### src/design/rpdaf_pkg.sv
// ----------------------------------------------------------------------------
// rpdaf_pkg
// Shared types and constants for the radio packet deframer / address filter.
// ----------------------------------------------------------------------------
`default_nettype none

package rpdaf_pkg;

    // Default largest accepted value of the length byte
    localparam int MAX_FRAME_LEN_DEF = 64;

    // Length byte counts these header bytes plus the payload
    localparam logic [7:0] HDR_LEN = 8'd4;

    // Broadcast destination address
    localparam logic [7:0] BCAST_ADDR = 8'hFF;

    // Configuration register indexes
    localparam logic [7:0] CFG_OWN_ADDR = 8'd0;
    localparam logic [7:0] CFG_PROMISC  = 8'd1;

    // Configuration reset values
    localparam logic [7:0] OWN_ADDR_RST = 8'hFF;

    // Result kinds
    typedef enum logic [1:0] {
        KIND_PAYLOAD = 2'd0,
        KIND_EMPTY   = 2'd1,
        KIND_BAD_LEN = 2'd2,
        KIND_BAD_ADR = 2'd3
    } kind_t;

    // One result item
    typedef struct packed {
        kind_t       kind;
        logic [7:0]  data_byte;
        logic [5:0]  byte_index;
        logic        last;
        logic [7:0]  dest_header;
        logic [7:0]  source_header;
        logic [7:0]  id_header;
        logic [7:0]  flags_header;
        logic [15:0] good_frames;
    } result_t;

endpackage

`default_nettype wire

### src/design/radio_packet_deframer_addr_filter_unit.sv
// ----------------------------------------------------------------------------
// radio_packet_deframer_addr_filter_unit
// Receive deframer with length check and destination address filter.
//
// s_axis carries received FIFO bytes (tdata = rx_byte, tuser = frame_start).
// m_axis carries results: payload bytes with index, empty-frame completion
// and drop notices (tuser = kind, tlast = last), each with the captured
// header bytes and the good-frame count after that item.
// cfg writes own_address (index 0) and promiscuous (index 1); cfg_ready is
// always high. Write only while no item is in flight.
// An accepted item sits in the input register; once the output side has room
// it steps the frame state machine and its result, if any, loads into the
// output register, or into the skid stage while that register holds an item
// that is not taken. Throughput is one item per cycle while the output side has room.
// rst_n empties the input, output and skid registers, returns the parser to idle
// with headers and counter at zero, own_address to 0xFF and promiscuous to 0.
// A stalled receiver fills the output register and a skid stage; then the
// input register holds and s_axis_tready drops until space frees.
// ----------------------------------------------------------------------------
`default_nettype none

module radio_packet_deframer_addr_filter_unit #(
    parameter int MAX_FRAME_LEN = rpdaf_pkg::MAX_FRAME_LEN_DEF
) (
    input  wire logic        clk,
    input  wire logic        rst_n,
    // Input items
    input  wire logic        s_axis_tvalid,
    output logic             s_axis_tready,
    input  wire logic [7:0]  s_axis_tdata,   // [7:0] rx_byte
    input  wire logic        s_axis_tuser,   // [0] frame_start
    // Result items
    output logic             m_axis_tvalid,
    input  wire logic        m_axis_tready,
    output logic [63:0]      m_axis_tdata,   // [7:0] data_byte, [13:8] byte_index,
                                             // [21:14] dest_header,
                                             // [29:22] source_header,
                                             // [37:30] id_header,
                                             // [45:38] flags_header,
                                             // [61:46] good_frames, [63:62] zero
    output logic [1:0]       m_axis_tuser,   // [1:0] kind
    output logic             m_axis_tlast,
    // Configuration writes
    input  wire logic        cfg_valid,
    output logic             cfg_ready,
    input  wire logic [7:0]  cfg_index,
    input  wire logic [7:0]  cfg_data
);
    import rpdaf_pkg::*;

    logic       in_valid_reg;
    logic [7:0] in_byte_reg;
    logic       in_start_reg;
    logic [7:0] own_address_reg;
    logic       promiscuous_reg;

    logic       step;
    logic       room;
    logic       res_valid;
    result_t    res;
    result_t    out_res;

    assign step          = in_valid_reg && room;
    assign s_axis_tready = !in_valid_reg || step;
    assign cfg_ready     = 1'b1;

    // Input register: hold an item until the output side has room
    always_ff @(posedge clk or negedge rst_n)
    begin
        if (!rst_n)
        begin
            in_valid_reg <= 1'b0;
        end
        else if (s_axis_tready)
        begin
            in_valid_reg <= s_axis_tvalid;
        end
    end

    always_ff @(posedge clk)
    begin
        if (s_axis_tvalid && s_axis_tready)
        begin
            in_byte_reg  <= s_axis_tdata;
            in_start_reg <= s_axis_tuser;
        end
    end

    // Configuration registers
    always_ff @(posedge clk or negedge rst_n)
    begin
        if (!rst_n)
        begin
            own_address_reg <= OWN_ADDR_RST;
            promiscuous_reg <= 1'b0;
        end
        else if (cfg_valid && cfg_ready)
        begin
            unique case (cfg_index)
                CFG_OWN_ADDR: own_address_reg <= cfg_data;
                CFG_PROMISC:  promiscuous_reg <= cfg_data[0];
                default:      ;
            endcase
        end
    end

    rpdaf_parser #(
        .MAX_FRAME_LEN (MAX_FRAME_LEN)
    ) u_parser (
        .clk         (clk),
        .rst_n       (rst_n),
        .step        (step),
        .rx_byte     (in_byte_reg),
        .frame_start (in_start_reg),
        .own_address (own_address_reg),
        .promiscuous (promiscuous_reg),
        .res_valid   (res_valid),
        .res         (res)
    );

    rpdaf_out_buf u_out_buf (
        .clk       (clk),
        .rst_n     (rst_n),
        .push      (res_valid),
        .push_res  (res),
        .room      (room),
        .out_valid (m_axis_tvalid),
        .out_ready (m_axis_tready),
        .out_res   (out_res)
    );

    // Pack the result onto the stream
    assign m_axis_tdata = {2'b00, out_res.good_frames, out_res.flags_header,
                           out_res.id_header, out_res.source_header,
                           out_res.dest_header, out_res.byte_index, out_res.data_byte};
    assign m_axis_tuser = out_res.kind;
    assign m_axis_tlast = out_res.last;

`ifndef SYNTHESIS
    // Skid stage only fills behind a valid output register
    assert property (@(posedge clk) disable iff (!rst_n) !room |-> m_axis_tvalid)
        else $error("skid stage full while output register empty");

    // Empty-frame completion always closes the frame
    assert property (@(posedge clk) disable iff (!rst_n)
        (res_valid && (res.kind == KIND_EMPTY)) |-> res.last)
        else $error("empty-frame result without last");

    // Drop notices never close an accepted frame
    assert property (@(posedge clk) disable iff (!rst_n)
        (res_valid && ((res.kind == KIND_BAD_LEN) || (res.kind == KIND_BAD_ADR))) |-> !res.last)
        else $error("drop result marked last");

    // A full output side stalls the input register
    assert property (@(posedge clk) disable iff (!rst_n)
        (in_valid_reg && !room) |=> in_valid_reg)
        else $error("input item lost while output side full");
`endif

endmodule

`default_nettype wire

### src/design/rpdaf_parser.sv
// ----------------------------------------------------------------------------
// rpdaf_parser
// Frame state machine: length check, destination filter, header capture,
// payload indexing and good-frame count. Updates on each stepped item.
// ----------------------------------------------------------------------------
`default_nettype none

module rpdaf_parser #(
    parameter int MAX_FRAME_LEN = rpdaf_pkg::MAX_FRAME_LEN_DEF
) (
    input  wire logic              clk,
    input  wire logic              rst_n,
    input  wire logic              step,
    input  wire logic [7:0]        rx_byte,
    input  wire logic              frame_start,
    input  wire logic [7:0]        own_address,
    input  wire logic              promiscuous,
    output logic                   res_valid,
    output rpdaf_pkg::result_t     res
);
    import rpdaf_pkg::*;

    localparam logic [7:0] MaxLenByte = 8'(MAX_FRAME_LEN);

    typedef enum logic [5:0] {
        PH_IDLE    = 6'b000001,
        PH_DEST    = 6'b000010,
        PH_SRC     = 6'b000100,
        PH_ID      = 6'b001000,
        PH_FLAGS   = 6'b010000,
        PH_PAYLOAD = 6'b100000
    } phase_t;

    phase_t      phase_reg,     phase_next;
    logic [6:0]  remaining_reg, remaining_next;
    logic [5:0]  position_reg,  position_next;
    logic [7:0]  dest_reg,      dest_next;
    logic [7:0]  source_reg,    source_next;
    logic [7:0]  id_reg,        id_next;
    logic [7:0]  flags_reg,     flags_next;
    logic [15:0] good_reg,      good_next;

    logic        hit;
    kind_t       kind;
    logic [7:0]  data_byte;
    logic [5:0]  byte_index;
    logic        last;

    // Decode one item against the current phase
    always_comb
    begin
        phase_next     = phase_reg;
        remaining_next = remaining_reg;
        position_next  = position_reg;
        dest_next      = dest_reg;
        source_next    = source_reg;
        id_next        = id_reg;
        flags_next     = flags_reg;
        good_next      = good_reg;
        hit            = 1'b0;
        kind           = KIND_PAYLOAD;
        data_byte      = 8'd0;
        byte_index     = 6'd0;
        last           = 1'b0;

        if (frame_start)
        begin
            // Length byte: start a new frame or drop it
            if ((rx_byte < HDR_LEN) || (rx_byte > MaxLenByte))
            begin
                phase_next = PH_IDLE;
                hit        = 1'b1;
                kind       = KIND_BAD_LEN;
            end
            else
            begin
                remaining_next = 7'(rx_byte - HDR_LEN);
                position_next  = 6'd0;
                phase_next     = PH_DEST;
            end
        end
        else
        begin
            unique case (phase_reg)
                PH_DEST:
                begin
                    dest_next = rx_byte;
                    if (promiscuous || (rx_byte == own_address) || (rx_byte == BCAST_ADDR))
                    begin
                        phase_next = PH_SRC;
                    end
                    else
                    begin
                        phase_next = PH_IDLE;
                        hit        = 1'b1;
                        kind       = KIND_BAD_ADR;
                    end
                end
                PH_SRC:
                begin
                    source_next = rx_byte;
                    phase_next  = PH_ID;
                end
                PH_ID:
                begin
                    id_next    = rx_byte;
                    phase_next = PH_FLAGS;
                end
                PH_FLAGS:
                begin
                    flags_next = rx_byte;
                    if (remaining_reg == 7'd0)
                    begin
                        good_next  = good_reg + 16'd1;
                        phase_next = PH_IDLE;
                        hit        = 1'b1;
                        kind       = KIND_EMPTY;
                        last       = 1'b1;
                    end
                    else
                    begin
                        phase_next = PH_PAYLOAD;
                    end
                end
                PH_PAYLOAD:
                begin
                    hit            = 1'b1;
                    kind           = KIND_PAYLOAD;
                    data_byte      = rx_byte;
                    byte_index     = position_reg;
                    position_next  = position_reg + 6'd1;
                    remaining_next = remaining_reg - 7'd1;
                    if (remaining_reg <= 7'd1)
                    begin
                        last           = 1'b1;
                        good_next      = good_reg + 16'd1;
                        phase_next     = PH_IDLE;
                        remaining_next = 7'd0;
                    end
                end
                default:
                begin
                    // Idle: ignore stray bytes
                    phase_next = PH_IDLE;
                end
            endcase
        end
    end

    // Advance state on each stepped item
    always_ff @(posedge clk or negedge rst_n)
    begin
        if (!rst_n)
        begin
            phase_reg     <= PH_IDLE;
            remaining_reg <= 7'd0;
            position_reg  <= 6'd0;
            dest_reg      <= 8'd0;
            source_reg    <= 8'd0;
            id_reg        <= 8'd0;
            flags_reg     <= 8'd0;
            good_reg      <= 16'd0;
        end
        else if (step)
        begin
            phase_reg     <= phase_next;
            remaining_reg <= remaining_next;
            position_reg  <= position_next;
            dest_reg      <= dest_next;
            source_reg    <= source_next;
            id_reg        <= id_next;
            flags_reg     <= flags_next;
            good_reg      <= good_next;
        end
    end

    // Result shows the header registers as they stand after this item
    assign res_valid         = step && hit;
    assign res.kind          = kind;
    assign res.data_byte     = data_byte;
    assign res.byte_index    = byte_index;
    assign res.last          = last;
    assign res.dest_header   = dest_next;
    assign res.source_header = source_next;
    assign res.id_header     = id_next;
    assign res.flags_header  = flags_next;
    assign res.good_frames   = good_next;

endmodule

`default_nettype wire

### src/design/rpdaf_out_buf.sv
// ----------------------------------------------------------------------------
// rpdaf_out_buf
// Output register with a skid stage; room is a registered signal.
// ----------------------------------------------------------------------------
`default_nettype none

module rpdaf_out_buf (
    input  wire logic               clk,
    input  wire logic               rst_n,
    input  wire logic               push,
    input  wire rpdaf_pkg::result_t push_res,
    output logic                    room,
    output logic                    out_valid,
    input  wire logic               out_ready,
    output rpdaf_pkg::result_t      out_res
);
    import rpdaf_pkg::*;

    logic    out_valid_reg;
    logic    skid_valid_reg;
    result_t out_res_reg;
    result_t skid_res_reg;
    logic    pop;

    assign pop = out_valid_reg && out_ready;

    // Control: fill the output register first, spill into the skid stage
    always_ff @(posedge clk or negedge rst_n)
    begin
        if (!rst_n)
        begin
            out_valid_reg  <= 1'b0;
            skid_valid_reg <= 1'b0;
        end
        else if (skid_valid_reg)
        begin
            if (pop)
            begin
                skid_valid_reg <= 1'b0;
            end
        end
        else if (push)
        begin
            if (out_valid_reg && !pop)
            begin
                skid_valid_reg <= 1'b1;
            end
            else
            begin
                out_valid_reg <= 1'b1;
            end
        end
        else if (pop)
        begin
            out_valid_reg <= 1'b0;
        end
    end

    // Payload: move skid into output on pop, else load the new item
    always_ff @(posedge clk)
    begin
        if (skid_valid_reg)
        begin
            if (pop)
            begin
                out_res_reg <= skid_res_reg;
            end
        end
        else if (push)
        begin
            if (out_valid_reg && !pop)
            begin
                skid_res_reg <= push_res;
            end
            else
            begin
                out_res_reg <= push_res;
            end
        end
    end

    assign room      = !skid_valid_reg;
    assign out_valid = out_valid_reg;
    assign out_res   = out_res_reg;

endmodule

`default_nettype wire

### config.mk
export PLATFORM = sky130hd
export DESIGN_NAME = radio_packet_deframer_addr_filter_unit
export DESIGN_NICKNAME = d
export VERILOG_FILES = /design/src/design/rpdaf_pkg.sv /design/src/design/radio_packet_deframer_addr_filter_unit.sv /design/src/design/rpdaf_parser.sv /design/src/design/rpdaf_out_buf.sv
export SDC_FILE = /design/constraint.sdc
export NUM_CORES = 1
export LEC_CHECK = 0
export ABC_AREA = 1
export BUFFER_PORTS_ARGS = -buffer_cell sky130_fd_sc_hd__buf_2
export CORE_MARGIN = 4
export CORE_UTILIZATION = 40
export DETAILED_ROUTE_END_ITERATION = 10
export PLACE_DENSITY = 0.58
export SYNTH_ARGS = -nofsm -noshare
export SYNTH_HDL_FRONTEND = slang
export SYNTH_SLANG_ARGS = --single-unit
### constraint.sdc
create_clock -name clk -period 5.5 [get_ports clk]
set_input_delay 0.275 -clock clk [delete_from_list [all_inputs] [get_ports clk]]
set_output_delay 0.275 -clock clk [all_outputs]
set_load 0.05 [all_outputs]
# [Yosys cells after proc, flatten, opt, wreduce, memory -nomap -nowiden]
# Cells that the tools add are included.
[classes] n_addsub=4 order_cmp=3 eq_ne=13 mux=53 bitwise_logic=1 reduce_logical=24
[op_table] operator="$mux W65" n=4
[op_table] operator="$mux W8" n=10
[op_table] operator="$mux W16" n=3
[op_table] operator="$mux W6" n=8
[op_table] operator="$pmux W16 S2" n=1
[op_table] operator="$pmux W6 S5" n=1
[op_table] operator="$mux W7" n=4
[op_table] operator="$add A16 B1 Y16 const B" n=1
[op_table] operator="$mux W1" n=14
[op_table] operator="$reduce_and A3 Y1" n=4
[op_table] operator="$eq A8 B1 Y1 const B" n=1
[op_table] operator="$eq A8 B8 Y1" n=1
[op_table] operator="$eq A8 B8 Y1 const B" n=1
[op_table] operator="$gt A8 B7 Y1 const B" n=1
[op_table] operator="$logic_not A8 Y1" n=1
[op_table] operator="$lt A8 B3 Y1 const B" n=1
[op_table] operator="$mux W2" n=4
[op_table] operator="$le A7 B1 Y1 const B" n=1
[op_table] operator="$logic_not A7 Y1" n=1
[op_table] operator="$sub A7 B1 Y7 const B" n=1
[op_table] operator="$sub A7 B3 Y7 const B" n=1
[op_table] operator="$add A6 B1 Y6 const B" n=1
[op_table] operator="$eq A6 B2 Y1 const B" n=1
[op_table] operator="$eq A6 B3 Y1 const B" n=1
[op_table] operator="16 further kinds" n=31
[totals] ff_bits=218 inputBits=30 elab_cells=131

# [Longest topological paths before layout]
# Gate-level depths: netlist of the first run.
[depth] depth_word=9 mapped_depth=14 mapped_depth_nobuf=13

# [By module]
# From an unflattened synthesis of the first run, not the netlist that was laid out.
[hier_totals] hier_cells=1075 hier_area_um2=10000.8
[by_module_without_submodules] mod="rpdaf_out_buf" n_inst=1 cells_per_inst=358 area_each_um2=4858.4 seq_area_each_um2=3953.8
[by_module_without_submodules] mod="rpdaf_parser" n_inst=1 cells_per_inst=630 area_each_um2=4295.4 seq_area_each_um2=1677.9
[by_module_without_submodules] mod="radio_packet_deframer_addr_filter_unit" n_inst=1 cells_per_inst=87 area_each_um2=847.1 seq_area_each_um2=530.5

# [Least setup slack after synthesis of the first run]
# Ideal clock, no wire load.
[synth_timing] kind="flip-flop to flip-flop" startpoint="register u_parser.remaining_reg[0]" endpoint="register u_out_buf.out_res_reg (netlist bit u_out_buf.out_res[0]), enable pin" setup_time_ns=0.509 arrival_time_ns=4.563 required_time_ns=4.991 path_slack_ns=0.427 path_stages_with_launch=12 n_path_buf=1 period_less_slack_ns=5.073 path_cell_list="dfrtp_1 > inv_1 > ha_1 > nand2_2 > nor2_4 > nand2_4 > nand2_4 > buf_4 > nor2_1 > nand2_1 > nand2_1 > a21oi_1"
[synth_between] elab_chain_cells=7
[synth_rtl] item="start: declaration" line_no="rpdaf_parser.sv:35" source="logic [6:0] remaining_reg, remaining_next;"
[synth_rtl] item="start signal: assignment" line_no="rpdaf_parser.sv:167" source="remaining_reg <= remaining_next;"
[synth_rtl] item="$logic_not A7 Y1" line_no="rpdaf_parser.sv:112" source="if (remaining_reg == 7'd0)"
[synth_rtl] item="$mux W1" line_no="rpdaf_parser.sv:112"
[synth_rtl] item="$pmux W1 S3" line_no="rpdaf_parser.sv:84" source="unique case (phase_reg)"
[synth_rtl] item="$mux W1" line_no="rpdaf_parser.sv:66" source="if (frame_start)"
[synth_rtl] item="$logic_and A1 B1 Y1" line_no="rpdaf_parser.sv:178" source="assign res_valid = step && hit;"
[synth_rtl] item="$reduce_bool A2 Y1 (no source line)"
[synth_rtl] item="$reduce_and A3 Y1 (no source line)"
[synth_rtl] item="end signal: assignment" line_no="rpdaf_out_buf.sv:66" source="out_res_reg <= skid_res_reg;"
[synth_rtl] item="end signal: assignment" line_no="rpdaf_out_buf.sv:77" source="out_res_reg <= push_res;"
[synth_rtl] item="end: declaration" line_no="rpdaf_out_buf.sv:21" source="result_t out_res_reg;"
# No other way between the ends.
# A chain may end at the register's enable or synchronous reset.

# [Worst setup path after layout of the first run]
[layout_timing] startpoint="register u_out_buf.skid_valid_reg" endpoint="register u_out_buf.skid_res_reg[37] (netlist bit), enable pin"
[layout_between] elab_chain_cells=4 word_cells_on_any_way=5 classes_between="bitwise: 1; reduce/logical: 4"
[layout_rtl] item="start: declaration" line_no="rpdaf_out_buf.sv:20" source="logic skid_valid_reg;"
[layout_rtl] item="start signal: assignment" line_no="rpdaf_out_buf.sv:33" source="skid_valid_reg <= 1'b0;"
[layout_rtl] item="start signal: assignment" line_no="rpdaf_out_buf.sv:39" source="skid_valid_reg <= 1'b0;"
[layout_rtl] item="start signal: assignment" line_no="rpdaf_out_buf.sv:46" source="skid_valid_reg <= 1'b1;"
[layout_rtl] item="$logic_not A1 Y1" line_no="rpdaf_out_buf.sv:82" source="assign room = !skid_valid_reg;"
[layout_rtl] item="$logic_and A1 B1 Y1" line_no="radio_packet_deframer_addr_filter_unit.sv:63" source="assign step = in_valid_reg && room;"
[layout_rtl] item="$logic_and A1 B1 Y1" line_no="rpdaf_parser.sv:178"
[layout_rtl] item="$reduce_and A3 Y1 (no source line) (*)"
[layout_rtl] item="end signal: assignment" line_no="rpdaf_out_buf.sv:73" source="skid_res_reg <= push_res;"
[layout_rtl] item="end: declaration" line_no="rpdaf_out_buf.sv:22" source="result_t skid_res_reg;"
# Mark *: on every way between the ends. The rest lies on a longest branch, timed or not.

==> impl_metrics.csv, run 1 <==
group,metric,value,unit
floorplan,ios,100,
synth,yosysUniqueCellTypes,43,
floorplan,dieWidth,166,um
place,dp.cells,1413,
clock_network,cts_tree,"yes",
hold_path,hold_path.class,"in -> reg",
power_and_ir_drop,power,5.53,mW
sta,fmax,0.307,GHz
worst_setup_path,r2r_end,"u_out_buf.skid_res_reg[37]",
worst_setup_path,cp_data_arrival_time,3.43,ns
synth,ys_seq_area_frac,0.619,
flow_run,maxCapViolations,0,
floorplan,die_y,166,um
sta,setup_violations,0,
detailed_routing,totalWireLength,21000,um
synth,netlist.area_leader.share,0.419,
clock_network,numCtsBuffers,23,
sta,period_minus_slack,3.26,ns
detailed_routing,antenna_left,0,
detailed_routing,route.met2.wl,9270,um
detailed_routing,wl_met1,10300,um
sta,rsz0062_at_grt,"false",
cells_and_area,nets,1169,
cells_and_area,syn2layout_area_growth,17.9,%
global_route,grt.overflow.total,0,
worst_setup_path,cp.required,5.67,ns
floorplan,initial_utilization,0.408,
worst_setup_path,worstPathMaxFanout,35,
power_and_ir_drop,p_per_area,471,nW/um^2
power_and_ir_drop,ir_drop,271,uV
detailed_routing,dr_wl_met3,1140,um
hold_path,hp-start,"cfg_index[0]",
synth,syn_inst,1027,
power_and_ir_drop,p_leak,5.33,nW
hold_path,hold_end,"promiscuous_reg",
clock_network,cts_sinks,218,
synth,synth-seq-cells,218,
sta,finalHoldViolations,0,
sta,slew_viol_final,0,
synth,ys_top_cells_by_area,"edfxtp_1, dfrtp_1, nand2_1",
place,gp_congestion,0.818,
global_route,grt_antenna_before_repair,0,
cells_and_area,post-route-util,0.481,
detailed_routing,drt-wirelength-per-cell,14.3,um
hold_path,whs_path_depth,3,
global_route,grt_use_total,0.152,
clock_network,h-tree-depth,1,
floorplan,num_rows,57,
detailed_routing,initialDrtViolationCount,413,
place,placement.io_buffers,96,
worst_setup_path,startpoint_type,"flop",
synth,avgSynthCellArea,9.69,um^2
cells_and_area,diodes,0,
cells_and_area,finalNonFillerCells,1474,
floorplan,dieArea,27500,um^2
sta,fin_crit_sh,0.592,
status,status,"finished clean",
synth,synth_area_leader_cell,"edfxtp_1",
sta,finClkSkew,0.00736,ns
detailed_routing,drc,0,
detailed_routing,highest-signal-layer,"met4",
synth,yosys_warnings,0,
cells_and_area,drive_gt1_frac,0.184,
detailed_routing,drt_first_pass_iters,5,
floorplan,core_area,24400,um^2
clock_network,ctsResizeCount,0,
worst_setup_path,r2r_slack,2.24,ns
clock_network,clkSlewWorstSetupHoldPaths,0.06,ns
global_route,grt_pass1_wl,35200,um
worst_setup_path,r2r-start,"u_out_buf.skid_valid_reg",
clock_network,clock_latency,0.51,ns
global_route,grt_pass1_vias,6689,
worst_setup_path,path_class,"reg -> reg",
place,place_hpwl,13800,um
sta,worst_pin_slew,0.940,ns
detailed_routing,num_vias,6880,
synth,syn_area,9950,um^2
sta,finalSetupTns,0,ns
clock_network,cts_root_buf,"clkbuf_16",
global_route,grt_max_degree,101,
worst_setup_path,rr_worst_depth,8,
clock_network,clockBufferDepth,3,
worst_setup_path,cp-end-kind,"flop",
sta,slew_headroom,0.373,
detailed_routing,via_per_inst,4.67,
power by group:
group,switching [mW],internal [mW]
Clock,0.646,1.07
Combinational,1.21,0.352
Sequential,0.139,2.11
Total,2.00,3.54
synthesized netlist by cell type:
master	count
or2_1	1
o21ai_1	59
nor2_1	47
clkinv_1	1
a31oi_1	4
nor2_8	2
nor2_4	4
inv_2	11
conb_1	2
nor3_1	3
xnor2_1	10
inv_1	108
edfxtp_1	139
inv_4	1
nand2_2	8
ha_1	6
o22ai_1	5
and2_1	6
nand4_1	8
clkbuf_1	22
o21bai_2	6
o211ai_1	2
nand3_1	49
nand2_4	5
nand3_2	1
buf_4	6
buf_2	7
o21ai_0	71
or2_0	1
a21oi_1	6
nand3b_1	3
dfstp_2	9
buf_1	4
nand2_1	307
o21bai_1	1
dfrtp_1	70
nor2_2	6
o21ai_2	5
a21oi_2	1
buf_6	3
or2_2	8
xor2_1	7
nor4_1	2
kinds of logic after synthesis:
kind of cell	synth area share
XOR/XNOR	0.0150
adder cells (fa/ha/maj)	0.00754
AND/OR/NAND/NOR	0.202
buffers and inverters	0.0671
other	0.000754
flip-flops	0.619
AO/OA/AOI/OAI	0.0884
per-stage QoR:
step,area [um^2],hold WS [ns],worst slack (ns)
4_1_cts,11700,0.0554,2.13
3_5_place_dp,10700,0.299,2.14
5_1_grt,11700,0.0676,1.96
6_report,11700,0.0748,2.24
3_3_place_gp,10700,0.294,2.24
2_1_floorplan,9960,-0.0206,0.427
metal layers:
layer,track usage,vias up
met5,0,-
met1,0.225,3151
li1,-,3556
met4,0.0334,0
met3,0.0259,24
met2,0.238,149
how the worst max path moves through the flow:
stage                     slack (ns)                    endpoint                       from
after CTS                       2.13  u_out_buf.skid_res_reg[28]   u_out_buf.skid_valid_reg
after detailed placement        2.14  u_out_buf.skid_res_reg[32]   u_out_buf.skid_valid_reg
final                           2.24  u_out_buf.skid_res_reg[37]   u_out_buf.skid_valid_reg
after global routing            1.96  u_out_buf.skid_res_reg[28]   u_out_buf.skid_valid_reg
after global placement          2.24  u_out_buf.skid_res_reg[37]   u_out_buf.skid_valid_reg
after floorplan                 0.43        u_out_buf.out_res[0]  u_parser.remaining_reg[0]
cells in the final DEF, fill, tap and decap left out, types with 9 or more instances in the layout:
master         Yosys  layout
buf_2              7      95
clkbuf_16          0      23
dfrtp_1           70      69
dfstp_2            9       9
dlygate4sd3_1      0      19
edfxtp_1         139     139
inv_1            108     108
inv_2             11      11
nand2_1          307     306
nand2_2            8       9
nand3_1           49      49
nor2_1            47      46
o21ai_0           71      71
o21ai_1           59      59
xnor2_1           10      10
repair_timing:
| item | in CTS | in global routing |
|---|---|---|
| hold buffers | 19 | 0 |
| endpoints found under the hold margin | 53 | 0 |
| setup buffers | 0 | 0 |
critical path: stages, from the launching register on:
cell     delay [ns]
dfrtp_2        0.40
inv_2          0.47
nand2_2        0.09
inv_1          0.55
nand2_1        0.11
inv_1          0.07
nand2_1        0.15
nor2_4         0.60
buf_4          0.45
layout make-up:
| type | count | area [um^2] |
|---|---|---|
| inverter | 121 | 457 |
| sequential | 218 | 6160 |
| clock inverter | 14 | 236 |
| multi-input combinational | 647 | 3150 |
| clock buffer | 28 | 604 |
| tap | 324 | 405 |
| fill | 2314 | 12600 |
| timing repair buffer | 122 | 726 |
Power figures use the tool's default switching activity.
==> inputs of run 2 (changes only) <==
ABC_AREA = 0   (was 1)
clock period = 3.16 ns   (was 5.5 ns; I/O delays follow)
==> run 2 against run 1 <==
Cell area increased by 1.2%. Sequential share of layout area shrank 0.61 points. Worst hold slack better by 0.11 ns. Clock power increased by 63%. Non-clock buffer count is 24 higher. Cell count shrank 18%. Combinational power increased by 57%. Die area down 1.2%. Wire length rose by 2.8%. Synthesized cell count shrank 28%. Largest power group unchanged.
==> impl_metrics.csv, run 2 <==
group,metric,value,unit
global_route,grt_pass1_wl,35000,um
cells_and_area,multiInputGateArea,3480,um^2
global_route,grt_max_degree,80,
worst_setup_path,worstPathMaxFanout,48,
clock_network,cts_sinks,218,
hold_path,hp-start,"cfg_index[0]",
worst_setup_path,rr_worst_depth,7,
synth,synth_enable_flop_cells,139,
detailed_routing,antenna_left,0,
worst_setup_path,r2r-start,"u_parser.remaining_reg[1]",
hold_path,hold_end,"own_address_reg[7]",
synth,yosysMostFrequentCell,"edfxtp_1",
clock_network,clkSlewWorstSetupHoldPaths,0.06,ns
synth,syn_area,9830,um^2
flow_run,maxCapViolations,0,
cells_and_area,fill_cells,2175,
power_and_ir_drop,power_frac_clock,0.311,
clock_network,clock_latency,0.51,ns
clock_network,cts_root_buf,"clkbuf_16",
synth,syn_inst,740,
power_and_ir_drop,power.switching,3.06,mW
place,post-place-ws,0.373,ns
place,gp_congestion,0.837,
synth,ys_top_cells_by_area,"edfxtp_1, dfrtp_1, mux2_2",
power_and_ir_drop,ir_drop,394,uV
floorplan,num_rows,57,
detailed_routing,num_vias,6289,
synth,synth_area_leader_cell,"edfxtp_1",
power_and_ir_drop,p_leak,4.87,nW
cells_and_area,finalNonFillerCells,1209,
power_and_ir_drop,pwr-share-comb,0.272,
sta,holdWs,0.186,ns
power_and_ir_drop,p_int,5.97,mW
hold_path,hold_path.class,"in -> reg",
synth,synthTopCellsByCount,"edfxtp_1, mux2_2, nand2_1",
worst_setup_path,cp_data_arrival_time,3.02,ns
sta,period_minus_slack,2.84,ns
cells_and_area,seqCellArea,6160,um^2
sta,slew_viol_final,0,
worst_setup_path,cp-end-kind,"flop",
sta,slew_headroom,0.346,
floorplan,dieWidth,165,um
clock_network,h-tree-depth,1,
worst_setup_path,cp_cell_sequence,"inv_1 > ha_1 > a41o_1 > nand2_1 > o211a_1 > nor4_4 > buf_12",
synth,netlist.area_leader.share,0.425,
sta,rsz0062_at_grt,"false",
floorplan,dieArea,27100,um^2
sta,fin_crit_sh,0.900,
cells_and_area,syn2layout_area_growth,20.8,%
clock_network,clockBufferDepth,3,
sta,fmax,0.351,GHz
cells_and_area,diodes,0,
floorplan,initial_utilization,0.405,
global_route,grt_pass1_vias,6366,
global_route,grt.overflow.total,0,
worst_setup_path,cp_slowest_cell,"dfrtp_1",
synth,yosys_warnings,0,
worst_setup_path,startpoint_type,"flop",
sta,postLayoutSetupSlackWorst,0.315,ns
synth,yosys_most_used_dff,"edfxtp_1",
detailed_routing,drt_first_pass_iters,4,
cells_and_area,layout_common_cells,"edfxtp_1, mux2_2, buf_2",
sta,finalHoldViolations,0,
floorplan,die_y,165,um
clock_network,ctsResizeCount,0,
cells_and_area,post-route-util,0.490,
floorplan,core_area,24200,um^2
clock_network,numCtsBuffers,24,
synth,avgSynthCellArea,13.3,um^2
worst_setup_path,cpPeakStageDelay,0.43,ns
cells_and_area,drive_gt1_frac,0.348,
synth,synth-seq-cells,218,
power_and_ir_drop,swShare,0.339,
global_route,grt_use_total,0.162,
worst_setup_path,path_class,"reg -> reg",
sta,worst_pin_slew,0.981,ns
detailed_routing,drc,0,
floorplan,ios,100,
synth,yosysUniqueCellTypes,67,
power_and_ir_drop,p_per_area,761,nW/um^2
cells_and_area,nets,903,
worst_setup_path,cp.required,3.34,ns
detailed_routing,initialDrtViolationCount,431,
detailed_routing,totalWireLength,21600,um
cells_and_area,mostFrequentLayoutCell,"edfxtp_1",
synth,async_flop_share,0.362,
place,place_hpwl,14100,um
synth,ys_seq_area_frac,0.627,
detailed_routing,via_per_inst,5.20,
hold_path,whs_path_depth,3,
status,status,"finished clean",
worst_setup_path,startpoint,"u_parser.remaining_reg[1]",
worst_setup_path,r2r_slack,0.32,ns
power_and_ir_drop,power,9.03,mW
place,placement.io_buffers,96,
worst_setup_path,r2r_end,"u_out_buf.skid_res_reg[0]",
detailed_routing,drt-wirelength-per-cell,17.9,um
sta,setup_violations,0,
global_route,grt_antenna_before_repair,0,
power_and_ir_drop,seqPwrFrac,0.417,
place,dp.cells,1144,
clock_network,cts_tree,"yes",
sta,finClkSkew,0.0124,ns
==> run 2: cell count changes after synthesis, sizes merged, moves of 13 or more <==
cell,change
clkbuf,+13
inv,-105
mux2,+119
nand2,-235
nand3,-31
nor2,-34
o21ai,-105
==> run 2: through the flow <==
| step | TNS [ns] | cell area [um^2] |
|---|---|---|
| after floorplan | -85.29 | 9940 |
| after global placement | 0 | 10900 |
| after detailed placement | 0 | 10900 |
| after CTS | 0 | 11900 |
| after global routing | 0 | 11900 |
| final | 0 | 11900 |
==> run 2: cell families (layout without fill, tap and decap cells) <==
group | Yosys count | after routing | synth area share
buffers and inverters | 61 | 205 | 0.0265
flip-flops | 218 | 218 | 0.627
AND/OR/NAND/NOR | 213 | 213 | 0.110
multiplexers | 120 | 120 | 0.138
other | 2 | 3 | 0.000764
adder cells (fa/ha/maj) | 6 | 6 | 0.00764
AO/OA/AOI/OAI | 95 | 95 | 0.0678
XOR/XNOR | 25 | 25 | 0.0223
==> run 2: power by group through the flow <==
stage / combinational [mW] / sequential [mW] / clock [mW]
6_report: 2.45 / 3.77 / 2.81
5_1_grt: 2.63 / 3.81 / 3.03
3_3_place_gp: 2.45 / 3.82 / 0
3_5_place_dp: 2.45 / 3.82 / 0
2_1_floorplan: 1.04 / 4.54 / 0
4_1_cts: 2.48 / 3.77 / 2.89
==> run 2: how the worst max path moves through the flow <==
stage	cells after the start	to
after floorplan	8	u_out_buf.skid_res_reg[0]
after global placement	7	u_out_buf.skid_res_reg[5]
after detailed placement	7	u_out_buf.skid_res_reg[5]
after CTS	7	u_out_buf.skid_res_reg[0]
after global routing	7	u_out_buf.skid_res_reg[0]
final	7	u_out_buf.skid_res_reg[0]
==> run 2: critical path: cells and delay by family (launching register included) <==
family / cells / cell delay (ns)
flip-flops: 1 / 0.43
buffers and inverters: 2 / 0.41
AND/OR/NAND/NOR: 2 / 0.53
adder cells (fa/ha/maj): 1 / 0.35
AO/OA/AOI/OAI: 2 / 0.71
==> run 2: final cells by class <==
| type | count | area share |
|---|---|---|
| clock buffers | 33 | 0.0578 |
| clock inverters | 11 | 0.00969 |
| inverters | 15 | 0.00516 |
| multi-input cells | 462 | 0.293 |
| flip-flops and latches | 218 | 0.519 |
| well taps | 324 | 0.0341 |
| repair buffers | 146 | 0.0809 |
==> run 2: layer usage <==
layer,GRT usage,up-vias,wire length (um)
met5,0,-,0
met1,0.245,3101,10500
met2,0.248,156,9680
met4,0.0371,0,346
li1,-,3001,-
met3,0.0235,31,1070
==> run 2: timing repair <==
action,in CTS,in global routing
endpoints found under the hold margin,90,0
hold buffers,21,0
buffers inserted,0,0
